`config.mk`:
```
export PLATFORM = sky130hd
export DESIGN_NAME = ftcs_regs
export DESIGN_NICKNAME = d
export VERILOG_FILES = /design/src/rtl/ftcs_pkg.sv /design/src/rtl/ftcs_regs.sv
export SDC_FILE = /design/constraint.sdc
export NUM_CORES = 1
export LEC_CHECK = 0
export BUFFER_PORTS_ARGS = -buffer_cell sky130_fd_sc_hd__buf_4
export CORE_ASPECT_RATIO = 1.4
export CORE_MARGIN = 4
export CORE_UTILIZATION = 45
export DETAILED_ROUTE_END_ITERATION = 7
export PLACE_DENSITY = 0.72
export RECOVER_POWER = 50
export SETUP_SLACK_MARGIN = 0.2
export SLEW_MARGIN = 20
export SYNTH_ARGS = -nofsm -noshare
export SYNTH_HDL_FRONTEND = slang
export SYNTH_SLANG_ARGS = --single-unit
```
`constraint.sdc`:
```
create_clock -name aclk -period 2.15 [get_ports aclk]
set_clock_uncertainty 0.1 [all_clocks]
set_input_delay 0.215 -clock aclk [delete_from_list [all_inputs] [get_ports aclk]]
set_output_delay 0.215 -clock aclk [all_outputs]
set_load 0.02 [all_outputs]
```
`src/rtl/ftcs_pkg.sv`:
```
// types and constants of the flow traffic class scorer
package ftcs_pkg;

    localparam logic [1:0] PROTO_TCP = 2'd1;
    localparam logic [1:0] PROTO_UDP = 2'd2;

    localparam logic [1:0] KIND_UNKNOWN  = 2'd0;
    localparam logic [1:0] KIND_REALTIME = 2'd1;
    localparam logic [1:0] KIND_BULK     = 2'd2;

    localparam logic [2:0] REG_RT_MAX_KBPS     = 3'd0;
    localparam logic [2:0] REG_BULK_FLOOR_KBPS = 3'd1;
    localparam logic [2:0] REG_RT_MIN_PPS      = 3'd2;
    localparam logic [2:0] REG_RT_MAX_PPS      = 3'd3;
    localparam logic [2:0] REG_BULK_THR        = 3'd4;
    localparam logic [2:0] REG_RT_THR          = 3'd5;
    localparam logic [2:0] REG_LARGE_SIZE      = 3'd6;

    localparam logic [31:0] DEFAULT_WINDOW_MS = 32'd1000;
    localparam logic [40:0] SMALL_AVG_BYTES   = 41'd350;
    localparam logic [47:0] ACTIVE_MIN_MS     = 48'd2000;

    typedef struct packed {
        logic [31:0] rt_max_kbps;
        logic [31:0] bulk_floor_kbps;
        logic [31:0] rt_min_pps;
        logic [31:0] rt_max_pps;
        logic [3:0]  bulk_thr;
        logic [3:0]  rt_thr;
        logic [15:0] large_size;
    } cfg_t;

    localparam cfg_t CFG_RESET = '{
        rt_max_kbps:     32'd512,
        bulk_floor_kbps: 32'd4096,
        rt_min_pps:      32'd20,
        rt_max_pps:      32'd500,
        bulk_thr:        4'd5,
        rt_thr:          4'd5,
        large_size:      16'd1000
    };

    typedef struct packed {
        logic [1:0]  protocol;
        logic [47:0] byte_count;
        logic [31:0] packet_count;
        logic [31:0] small_count;
        logic [31:0] large_count;
        logic [31:0] window_len_ms;
        logic [47:0] first_time_ms;
        logic [47:0] last_time_ms;
    } item_t;

    typedef struct packed {
        logic [1:0]  protocol;
        logic [47:0] bytes;
        logic [57:0] bytes_x1000;
        logic [41:0] pkts_x1000;
        logic [63:0] rt_rate_lim;
        logic [63:0] bulk_rate_lim;
        logic [63:0] min_pps_w;
        logic [63:0] max_pps_w;
        logic [47:0] size_x_pkts;
        logic        pkts_zero;
        logic        avg_small;
        logic        small_hi;
        logic        small_lo;
        logic        large_hi;
        logic        active_long;
    } prod_t;

    typedef struct packed {
        logic [1:0] traffic_kind;
        logic [3:0] realtime_points;
        logic [3:0] bulk_points;
    } result_t;

endpackage

```
`src/rtl/ftcs_regs.sv`:
```
// configuration registers behind the apb port
module ftcs_regs (
    input  logic              aclk,
    input  logic              aresetn,
    input  logic              psel,
    input  logic              penable,
    input  logic              pwrite,
    input  logic [4:0]        paddr,
    input  logic [31:0]       pwdata,
    output logic [31:0]       prdata,
    output logic              pready,
    output ftcs_pkg::cfg_t    cfg
);

    ftcs_pkg::cfg_t cfg_reg;
    ftcs_pkg::cfg_t cfg_next;
    logic           wr_en;
    logic [2:0]     reg_idx;

    assign pready  = 1'b1;
    assign wr_en   = psel && penable && pwrite;
    assign reg_idx = paddr[4:2];

    always_comb begin
        cfg_next = cfg_reg;
        if (wr_en) begin
            case (reg_idx)
                ftcs_pkg::REG_RT_MAX_KBPS:     cfg_next.rt_max_kbps     = pwdata;
                ftcs_pkg::REG_BULK_FLOOR_KBPS: cfg_next.bulk_floor_kbps = pwdata;
                ftcs_pkg::REG_RT_MIN_PPS:      cfg_next.rt_min_pps      = pwdata;
                ftcs_pkg::REG_RT_MAX_PPS:      cfg_next.rt_max_pps      = pwdata;
                ftcs_pkg::REG_BULK_THR:        cfg_next.bulk_thr        = pwdata[3:0];
                ftcs_pkg::REG_RT_THR:          cfg_next.rt_thr          = pwdata[3:0];
                ftcs_pkg::REG_LARGE_SIZE:      cfg_next.large_size      = pwdata[15:0];
                default: ;
            endcase
        end
    end

    always_ff @(posedge aclk) begin
        if (!aresetn) begin
            cfg_reg <= ftcs_pkg::CFG_RESET;
        end else begin
            cfg_reg <= cfg_next;
        end
    end

    always_comb begin
        case (reg_idx)
            ftcs_pkg::REG_RT_MAX_KBPS:     prdata = cfg_reg.rt_max_kbps;
            ftcs_pkg::REG_BULK_FLOOR_KBPS: prdata = cfg_reg.bulk_floor_kbps;
            ftcs_pkg::REG_RT_MIN_PPS:      prdata = cfg_reg.rt_min_pps;
            ftcs_pkg::REG_RT_MAX_PPS:      prdata = cfg_reg.rt_max_pps;
            ftcs_pkg::REG_BULK_THR:        prdata = {28'd0, cfg_reg.bulk_thr};
            ftcs_pkg::REG_RT_THR:          prdata = {28'd0, cfg_reg.rt_thr};
            ftcs_pkg::REG_LARGE_SIZE:      prdata = {16'd0, cfg_reg.large_size};
            default:                       prdata = 32'd0;
        endcase
    end

    assign cfg = cfg_reg;

endmodule

```
==> results.json <==
{
  "slew_violations": 0,
  "seqPwrFrac_pct": 45.1,
  "switching_share_pct": 25.7,
  "synth_area_per_cell_um2": 10.2,
  "path_buf_inv": 1,
  "status": "completed",
  "num_rows": 53,
  "setup_tns_ps": 0,
  "r2r_slack_ps": 1280,
  "post-route-period-util_pct": 89.9,
  "gp_congestion": 0.785,
  "r2r-end": "cfg[3]",
  "firstDrtPassIters": 5,
  "dp_slack_ps": 189,
  "gr-total-overflow": 0,
  "crit_path_max_fanout": 3,
  "final_nets": 942,
  "antenna_left": 0,
  "seq_area_um2": 3050,
  "yosys-mux-area-fraction_pct": 30.5,
  "grt_pass1_wl_um": 31500,
  "cp_data_arrival_time_ps": 1620,
  "fmax_mhz": 517,
  "insertedDiodeCount": 0,
  "synth.top_cell.area_share_pct": 44.3,
  "startpoint_type": "flop",
  "dieArea_um2": 17400,
  "cp_slowest_stage_delay_ps": 450,
  "hpwl_um": 14000,
  "min_from": "pwdata[3]",
  "synth_fa_ha_area_share_pct": 0,
  "cts.htree.levels": 4,
  "ioPinCount": 227,
  "finalHoldViolCount": 0,
  "drt_iter0_drc": 302,
  "routed_via_density": 5.29,
  "start_util_pct": 45.9,
  "synthSimpleGateAreaFrac_pct": 15.3,
  "die_w_um": 112,
  "clock_sink_count": 152,
  "grt_pass1_vias": 5810,
  "cp_top_family": "multiplexers",
  "timing.final.ws_setup_ps": 217,
  "core-area_um2": 15000,
  "clkLatencyLatePin_ps": 420,
  "yosysWarnings": 0,
  "reg2reg_depth": 3,
  "cts_tree": "done",
  "fillers": 1358,
  "synth_xor_area_share_pct": 0,
  "ys_seq_area_share_pct": 44.3,
  "r2r-start": "cfg[3]",
  "netlist_top_cells_area": "dfxtp_1 44%, mux2i_1 20%, mux4_2 10%, nand2_1 9.8%, o21ai_0 2.1%",
  "layout-drive-gt1-share_pct": 30.4,
  "vdd_drop_max_uv": 543,
  "yosys_register_bits": 152,
  "p_int_mw": 4.70,
  "min_to": "cfg[3]",
  "max_slew_margin_pct": 21.5,
  "p_sw_mw": 1.63,
  "area_growth_pct": 33.1,
  "setup_viol": 0,
  "hold_depth": 3,
  "power_frac_clock_pct": 46.7,
  "multi_input_area_um2": 3390,
  "max_cap_viol_count": 0,
  "synth_compound_area_share_pct": 4.04,
  "hold_class": "primary input to flop",
  "p_per_area_nw_per_um2": 692,
  "synth_top_family_by_area": "multiplexers",
  "syn_inst": 677,
  "post_drt_wl_per_cell_um": 18.0,
  "antenna_found_initial": 0,
  "die_y_um": 154,
  "grt_setup_unrepaired": "yes",
  "grt_usage_pct": 22.6,
  "synth.net_count": 719,
  "num_vias": 5841,
  "synth_top_cell_by_area": "dfxtp_1",
  "grt_start_max_net_pins": 103,
  "cts_buffers": 17,
  "p_comb_share_pct": 8.2,
  "largest_reg_flops": 152,
  "cp_slowest_cell": "mux4_2",
  "path_class": "flop to output pin",
  "cp.required_ps": 1840,
  "worstPathCellList": "mux4_2 -> mux2_4 -> buf_6",
  "synth_area_um2": 6880,
  "drc": 0,
  "leakage_nw": 4.02,
  "mostFrequentLayoutCells": "191 x buf_4, 180 x nand2_1, 147 x dfxtp_1",
  "end_kind": "output pin",
  "ctsRootBufferMaster": "clkbuf_16",
  "wl_um": 19800,
  "cts_buffer_depth": 2,
  "worst_pin_slew_ps": 1180,
  "clk_pin_slew_ps": 70,
  "yosysUniqueCellTypes": 33,
  "min_period_ps": 1930,
  "portBuffers": 223,
  "layout_commonest_cell": "buf_4"
}
[synth_stat cells, drive strengths merged]
master     n
a221oi     2
a22oi      1
and3b      1
and4       1
and4b      1
buf       30
clkbuf    24
conb       1
dfxtp    152
inv       19
mux2       4
mux2i    135
mux4      31
nand2    181
nand2b     2
nand3     21
nand3b     1
nand4      3
nand4b     1
nor2       2
nor2b     18
nor3       2
o211ai    10
o21ai     32
o2bb2ai    2
[area by class of cell]
| class | count | area share, % |
|---|---|---|
| multi-input cells | 452 | 37.0 |
| flip-flops and latches | 152 | 33.3 |
| repair buffers | 258 | 19.9 |
| clock buffers | 17 | 4.65 |
| well taps | 192 | 2.62 |
| clock inverters | 15 | 1.70 |
| inverters | 19 | 0.779 |
[through the flow]
stage	hold slack [ps]	cells	instance area, um2	util [%]	power (mW)
after global placement	357	1067	8770	58.5	3.44
after floorplan	263	677	6880	-	3.23
after detailed placement	365	1067	8770	58.5	3.45
after CTS	0.192	1104	9430	62.9	6.40
after global routing	13.7	1105	9150	61.1	6.54
final	13.8	1105	9150	61.1	6.33
[worst max path at each step]
| stage | slack (ps) | from | end | cells after the start |
|---|---|---|---|---|
| after floorplan | 420 | paddr[3] | prdata[6] | 6 |
| after global placement | 210 | paddr[3] | prdata[14] | 6 |
| after detailed placement | 190 | paddr[3] | prdata[20] | 5 |
| after CTS | 200 | cfg[120] | prdata[0] | 3 |
| after global routing | 130 | paddr[4] | cfg[91] | 5 |
| final | 220 | cfg[59] | prdata[3] | 3 |
[layer usage]
metal | up-vias | track usage, % | part of all wire (%)
li1 | 2785 | - | -
met5 | - | 0 | 0
met4 | 0 | 7.45 | 2.1
met2 | 233 | 38.5 | 50
met3 | 30 | 5.13 | 6.2
met1 | 2793 | 28.2 | 41
[power groups by stage]
stage,Combinational [mW],Clock (mW),Sequential (mW)
3_5_place_dp,0.525,0,2.92
2_1_floorplan,0.282,0,2.94
3_3_place_gp,0.522,0,2.92
6_report,0.518,2.96,2.86
5_1_grt,0.561,3.12,2.86
4_1_cts,0.538,3.00,2.86
[worst register-to-register path, stage by stage (launching register included)]
cell and delay, ps:
dfxtp_2 320, buf_4 130, o21ai_0 70, nand3_1 90
[logic make-up (layout without fill, tap and decap cells)]
kind of cell	Yosys count	count (layout)
buffers and inverters	73	309
DFF	152	152
muxes	170	170
AOI/OAI and AO/OA	47	47
other	1	1
and+or+nand+nor	234	234
[timing repair]
item	in CTS	in global routing
hold buffers	5	0
gates resized for setup	12	4
setup endpoints to repair	4	3
hold endpoints to repair	11	0
setup buffers	0	1
No activity file was read; power rests on OpenSTA's default activity.
