### config.mk
export PLATFORM = sky130hd
export DESIGN_NAME = ftcs_score
export DESIGN_NICKNAME = d
export VERILOG_FILES = /design/src/rtl/ftcs_pkg.sv /design/src/rtl/ftcs_score.sv
export SDC_FILE = /design/constraint.sdc
export NUM_CORES = 1
export LEC_CHECK = 0
export BUFFER_PORTS_ARGS = -buffer_cell sky130_fd_sc_hd__buf_4
export CELL_PAD_IN_SITES_DETAIL_PLACEMENT = 0
export CELL_PAD_IN_SITES_GLOBAL_PLACEMENT = 1
export CORE_AREA = 2 2 243 245
export DETAILED_ROUTE_END_ITERATION = 12
export DIE_AREA = 0 0 245 247
export GPL_TIMING_DRIVEN = 0
export HOLD_SLACK_MARGIN = 0.03
export PLACE_DENSITY_LB_ADDON = 0.1
export SYNTH_ARGS = -nofsm -noshare
export SYNTH_HDL_FRONTEND = slang
export SYNTH_SLANG_ARGS = --single-unit
### constraint.sdc
create_clock -name aclk -period 5.3 [get_ports aclk]
set_clock_uncertainty 0.05 [all_clocks]
set_input_delay 1.06 -clock aclk [delete_from_list [all_inputs] [get_ports aclk]]
set_output_delay 1.06 -clock aclk [all_outputs]
set_load 0.02 [all_outputs]
### src/rtl/ftcs_pkg.sv
// types and constants of the flow traffic class scorer
package ftcs_pkg;

    localparam logic [1:0] PROTO_TCP = 2'd1;
    localparam logic [1:0] PROTO_UDP = 2'd2;

    localparam logic [1:0] KIND_UNKNOWN  = 2'd0;
    localparam logic [1:0] KIND_REALTIME = 2'd1;
    localparam logic [1:0] KIND_BULK     = 2'd2;

    localparam logic [2:0] REG_RT_MAX_KBPS     = 3'd0;
    localparam logic [2:0] REG_BULK_FLOOR_KBPS = 3'd1;
    localparam logic [2:0] REG_RT_MIN_PPS      = 3'd2;
    localparam logic [2:0] REG_RT_MAX_PPS      = 3'd3;
    localparam logic [2:0] REG_BULK_THR        = 3'd4;
    localparam logic [2:0] REG_RT_THR          = 3'd5;
    localparam logic [2:0] REG_LARGE_SIZE      = 3'd6;

    localparam logic [31:0] DEFAULT_WINDOW_MS = 32'd1000;
    localparam logic [40:0] SMALL_AVG_BYTES   = 41'd350;
    localparam logic [47:0] ACTIVE_MIN_MS     = 48'd2000;

    typedef struct packed {
        logic [31:0] rt_max_kbps;
        logic [31:0] bulk_floor_kbps;
        logic [31:0] rt_min_pps;
        logic [31:0] rt_max_pps;
        logic [3:0]  bulk_thr;
        logic [3:0]  rt_thr;
        logic [15:0] large_size;
    } cfg_t;

    localparam cfg_t CFG_RESET = '{
        rt_max_kbps:     32'd512,
        bulk_floor_kbps: 32'd4096,
        rt_min_pps:      32'd20,
        rt_max_pps:      32'd500,
        bulk_thr:        4'd5,
        rt_thr:          4'd5,
        large_size:      16'd1000
    };

    typedef struct packed {
        logic [1:0]  protocol;
        logic [47:0] byte_count;
        logic [31:0] packet_count;
        logic [31:0] small_count;
        logic [31:0] large_count;
        logic [31:0] window_len_ms;
        logic [47:0] first_time_ms;
        logic [47:0] last_time_ms;
    } item_t;

    typedef struct packed {
        logic [1:0]  protocol;
        logic [47:0] bytes;
        logic [57:0] bytes_x1000;
        logic [41:0] pkts_x1000;
        logic [63:0] rt_rate_lim;
        logic [63:0] bulk_rate_lim;
        logic [63:0] min_pps_w;
        logic [63:0] max_pps_w;
        logic [47:0] size_x_pkts;
        logic        pkts_zero;
        logic        avg_small;
        logic        small_hi;
        logic        small_lo;
        logic        large_hi;
        logic        active_long;
    } prod_t;

    typedef struct packed {
        logic [1:0] traffic_kind;
        logic [3:0] realtime_points;
        logic [3:0] bulk_points;
    } result_t;

endpackage

### src/rtl/ftcs_score.sv
// second stage: wide compares, point sums and the class decision
module ftcs_score (
    input  logic              aclk,
    input  logic              load,
    input  ftcs_pkg::prod_t   prod,
    input  ftcs_pkg::cfg_t    cfg,
    output ftcs_pkg::result_t res
);

    ftcs_pkg::result_t res_reg;
    ftcs_pkg::result_t res_next;
    logic [73:0]       bytes_wide;
    logic [63:0]       pkts_wide;
    logic              rate_low;
    logic              rate_high;
    logic              pps_in_range;
    logic              avg_large;
    logic [3:0]        rt;
    logic [3:0]        bk;

    always_comb begin
        // byte rate limits carry the 1024 factor as a shift
        bytes_wide   = {16'd0, prod.bytes_x1000};
        pkts_wide    = {22'd0, prod.pkts_x1000};
        rate_low     = bytes_wide <= {prod.rt_rate_lim, 10'd0};
        rate_high    = bytes_wide >= {prod.bulk_rate_lim, 10'd0};
        pps_in_range = (pkts_wide >= prod.min_pps_w) && (pkts_wide <= prod.max_pps_w);
        avg_large    = prod.pkts_zero ? (cfg.large_size == 16'd0)
                                      : (prod.bytes >= prod.size_x_pkts);

        rt = {3'd0, prod.protocol == ftcs_pkg::PROTO_UDP}
           + {2'd0, prod.avg_small, 1'b0}
           + {2'd0, prod.small_hi, 1'b0}
           + {2'd0, rate_low, 1'b0}
           + {2'd0, pps_in_range, 1'b0};
        bk = {3'd0, prod.protocol == ftcs_pkg::PROTO_TCP}
           + {2'd0, rate_high, rate_high}
           + {2'd0, prod.large_hi, 1'b0}
           + {2'd0, avg_large, 1'b0}
           + {3'd0, prod.active_long}
           + {3'd0, prod.small_lo};

        res_next.realtime_points = rt;
        res_next.bulk_points     = bk;
        if (bk >= cfg.bulk_thr && bk > rt) begin
            res_next.traffic_kind = ftcs_pkg::KIND_BULK;
        end else if (rt >= cfg.rt_thr && rt > bk) begin
            res_next.traffic_kind = ftcs_pkg::KIND_REALTIME;
        end else begin
            res_next.traffic_kind = ftcs_pkg::KIND_UNKNOWN;
        end
    end

    always_ff @(posedge aclk) begin
        if (load) begin
            res_reg <= res_next;
        end
    end

    assign res = res_reg;

endmodule

==> tab_implementation.tex <==
\begin{tabular}{lr}
\hline
Metric & Value \\
\hline
\multicolumn{2}{l}{\textbf{Run status}} \\
\quad Result of the run & finished, final reports clean \\
\multicolumn{2}{l}{\textbf{Route}} \\
\quad Ratio of routed vias to standard cells & 3.66 \\
\quad Number of DRC violations after detailed-routing iteration 0 & 141 \\
\quad Antenna viol nets, final & 0 \\
\quad Length of the first detailed-routing pass in iterations & 4 \\
\quad Routed length per instance & 16.4 µm \\
\quad Routed Wire Length & 35,400 µm \\
\quad Drc violations & 0 \\
\quad Vias & about 7,900 \\
\multicolumn{2}{l}{\textbf{Synth}} \\
\quad Syn Inst Count & 882 \\
\quad Post-synthesis sequential element count & 10 \\
\quad Count of warnings emitted by yosys & 0 \\
\quad Synth cell types & 46 \\
\quad Most used flip-flop cell after synthesis & edfxtp\_1 \\
\quad Async set or reset register ratio after synthesis & 0 \\
\quad Most area-hungry cell type in the Yosys netlist & ha\_1 \\
\quad Yosys top cell area share & 0.455 \\
\quad Share of synthesized area occupied by flip-flops and latches & 0.0450 \\
\quad Post-synth EDFFs & 10 \\
\quad Mapped Area & 6680 µm² \\
\quad Synthesized netlist net count & approximately 1,700 \\
\quad Top area cells in the synthesized netlist & ha\_1 46\%, inv\_1 14\%, a21o\_1 6.9\% \\
\quad Avg Synthesized Cell Area & 7.57 µm² \\
\multicolumn{2}{l}{\textbf{STA}} \\
\quad RSZ-0062 raised after global routing & no \\
\quad Max Clk Rate & 198 MHz \\
\quad Slew Limit Headroom & 0.486 \\
\quad Tightest Pin Transition & 764 ps \\
\quad Period utilization & 0.955 \\
\quad Setup TNS & 0 ps \\
\quad Worst Hold Margin & around 1100 ps \\
\quad Total count of hold-check failures in the final report & 0 \\
\quad Crit path setup slack, layout & 238 ps \\
\quad Count of endpoints failing setup in the final report & 0 \\
\quad Min Tclk post-route & 5060 ps \\
\quad Final Max Tran Viols & 0 \\
\multicolumn{2}{l}{\textbf{Clock network}} \\
\quad CTS sink count & 10 \\
\quad H-tree depth & 1 \\
\quad Cell at the root of the clock tree & clkbuf\_16 \\
\quad CTS hold repair buffers & 0 \\
\quad Number of buffers inserted during clock tree synthesis & 3 \\
\quad Reg clk slew, reported paths & 40 ps \\
\quad Buffers from clock root to sink, at most & 2 \\
\quad Clock tree from TritonCTS & built \\
\multicolumn{2}{l}{\textbf{Floorplanning}} \\
\quad Vert. Die Dim & 247 µm \\
\quad Total die area & 60,500 µm² \\
\quad Starting utilization of the core area & 0.115 \\
\quad Area of the placeable core & slightly below 60,000 µm² \\
\quad I/O pins & around 620 \\
\quad Number of rows created at floorplan & 89 \\
\quad Die Width & 245 µm \\
\multicolumn{2}{l}{\textbf{Power}} \\
\quad Total power divided by cell area & 88.6 nW/µm² \\
\quad Maximum ir drop on the vdd rail & 0.0721 mV \\
\quad Static leakage & between 6 and 7 nW \\
\multicolumn{2}{l}{\textbf{Min path}} \\
\quad Class of the worst hold path & in2reg \\
\quad Hold path startpoint & load \\
\multicolumn{2}{l}{\textbf{Cells and area}} \\
\quad Area overhead of the layout relative to synthesis & 73.2\% \\
\quad Number of filler instances in the final layout & 6,618 \\
\quad Total Nets Final & 2,244 \\
\quad Number of flip-flops under the largest register name & 10 \\
\quad Summed area of non-filler cells in the final layout & 11,600 µm² \\
\quad Most used cells in the layout excluding fill and tap cells & 496 x buf\_4, 244 x inv\_1, 243 x ha\_1 \\
\quad Share of cells above drive strength 1 & 0.371 \\
\quad Most common cell after layout, fill and taps aside & buf\_4 \\
\quad Core occupancy in the finished layout & 0.199 \\
\multicolumn{2}{l}{\textbf{GRT}} \\
\quad Maximum number of pins on one net before global-route repair & 11 \\
\quad Number of antenna violations at the first check in global routing & 6 \\
\quad GRT Residual Overflow & 0 \\
\quad Wire length of the first global-routing pass & 51,200 µm \\
\quad Via count of the first global-routing pass & about 8,500 \\
\quad GRT Resource Usage Total & 0.112 \\
\multicolumn{2}{l}{\textbf{Critical path}} \\
\quad Maximum single-stage delay on the critical path & slightly below 500 ps \\
\quad Launching element type of the critical path & input port \\
\quad Count of buffering cells on the critical path with inverters included & 2 \\
\quad Required @ worst endpoint & 5240 ps \\
\quad Worst path top cell family by delay & adder cells \\
\quad Worst Setup SP & prod[6] \\
\quad Crit path arrival time & 5000 ps \\
\quad Category of the critical setup timing path & in2reg \\
\quad Critical Path End Type & flip-flop \\
\quad Highest fanout seen on the critical path & 3 \\
\quad Cell breakdown of the critical path & buf\_4 > ha\_1 > nand2b\_1 > a2111oi\_2 > nor3\_1 > o221ai\_1 > nand3\_1 > a211o\_1 > a41o\_1 > fa\_1 > fa\_1 > xor2\_2 > inv\_1 > ha\_1 > a21oi\_1 > nor2b\_1 > o32ai\_2 > nor2\_1 \\
\quad Slowest stage cell, crit path & fa\_1 \\
\multicolumn{2}{l}{\textbf{Placement}} \\
\quad Last weighted congestion value of the routability-driven placer & 0.765 \\
\quad Cell area after placement & $\sim$11,000 µm² \\
\quad Post-placement worst setup slack & -1040 ps \\
\quad Count of input and output buffers & 495 \\
\quad Hpwl dp & 34,400 µm \\
\multicolumn{2}{l}{\textbf{Run}} \\
\quad MaxCap Viol Count & 0 \\
\hline
\end{tabular}
[cells by family (layout without fill, tap and decap cells)]
| group | Yosys count | in the layout | share of synthesized area |
|---|---|---|---|
| AOI/OAI and AO/OA | 203 | 203 | 0.199 |
| xor gates and xnor gates | 2 | 2 | 0.00262 |
| DFF | 10 | 10 | 0.0450 |
| adders and majority gates | 247 | 247 | 0.467 |
| and+or+nand+nor | 176 | 176 | 0.149 |
| buffers and inverters | 244 | 744 | 0.137 |
| other | 0 | 4 | 0 |
[layer usage]
metal / GRT usage / vias up / wire length, µm
met1: 0.133 / 3451 / 14600
met2: 0.199 / 271 / 17000
met3: 0.0444 / 11 / 3640
li1: - / 4158 / -
met5: 0 / - / 43
met4: 0.00646 / 6 / 80
[final cells by class]
class / instances / area [µm²] / area share
Tap cell: 773 / 967 / 0.0836
Antenna cell: 4 / 10.0 / 0.000866
Clock inverter: 1 / 3.75 / 0.000325
Multi-Input combinational cell: 628 / 5570 / 0.481
Clock buffer: 3 / 75.1 / 0.00649
Timing Repair Buffer: 496 / 3720 / 0.322
Inverter: 244 / 916 / 0.0792
Sequential cell: 10 / 300 / 0.0260
[power by group]
part / leakage [nW] / internal, mW / switching (mW) / total (mW)
Combinational: 6.53 / 0.446 / 0.345 / 0.791
Clock: 0.0386 / 0.0988 / 0.0350 / 0.134
Sequential: 0.0967 / 0.0976 / 0.00226 / 0.0998
Total: 6.67 / 0.642 / 0.383 / 1.02
[through the flow]
step,cells,power [mW]
finish,2159,1.02
global route,2155,1.15
CTS,2154,1.04
detailed placement,2150,0.896
global placement,2150,0.895
floorplan,882,0.451
[cell usage after synthesis (2+ instances only)]
cell,count
and3_1,2
nor2_1,19
nor3_1,11
o21a_1,6
o31a_1,2
or4_1,5
o31ai_1,2
a21o_1,61
a221oi_1,2
a21oi_1,70
inv_1,244
a2111oi_0,6
o32ai_1,2
o211ai_1,4
a21boi_0,3
edfxtp_1,10
ha_1,243
nand2b_1,6
or3_1,3
a211o_1,2
nand3_1,14
nand2_1,23
o21ai_0,23
o221ai_1,2
a211oi_1,7
nand4_1,53
nor4_1,27
and4_1,3
fa_1,4
nor2b_1,7
[final timing paths]
check	to	slack [ps]	depth (start not counted)
worst max-delay path	res[8]$_SDFFCE_PP0P_	240	18
worst min-delay path	res[2]$_DFFE_PP_	1080	1
[timing repair]
action,in CTS,in global routing
resized for setup,8,11
pin swaps,1,3
buffers inserted,0,1
setup endpoints to repair,2,2
hold endpoints to repair,0,0
(Power assumes the default switching activity.)
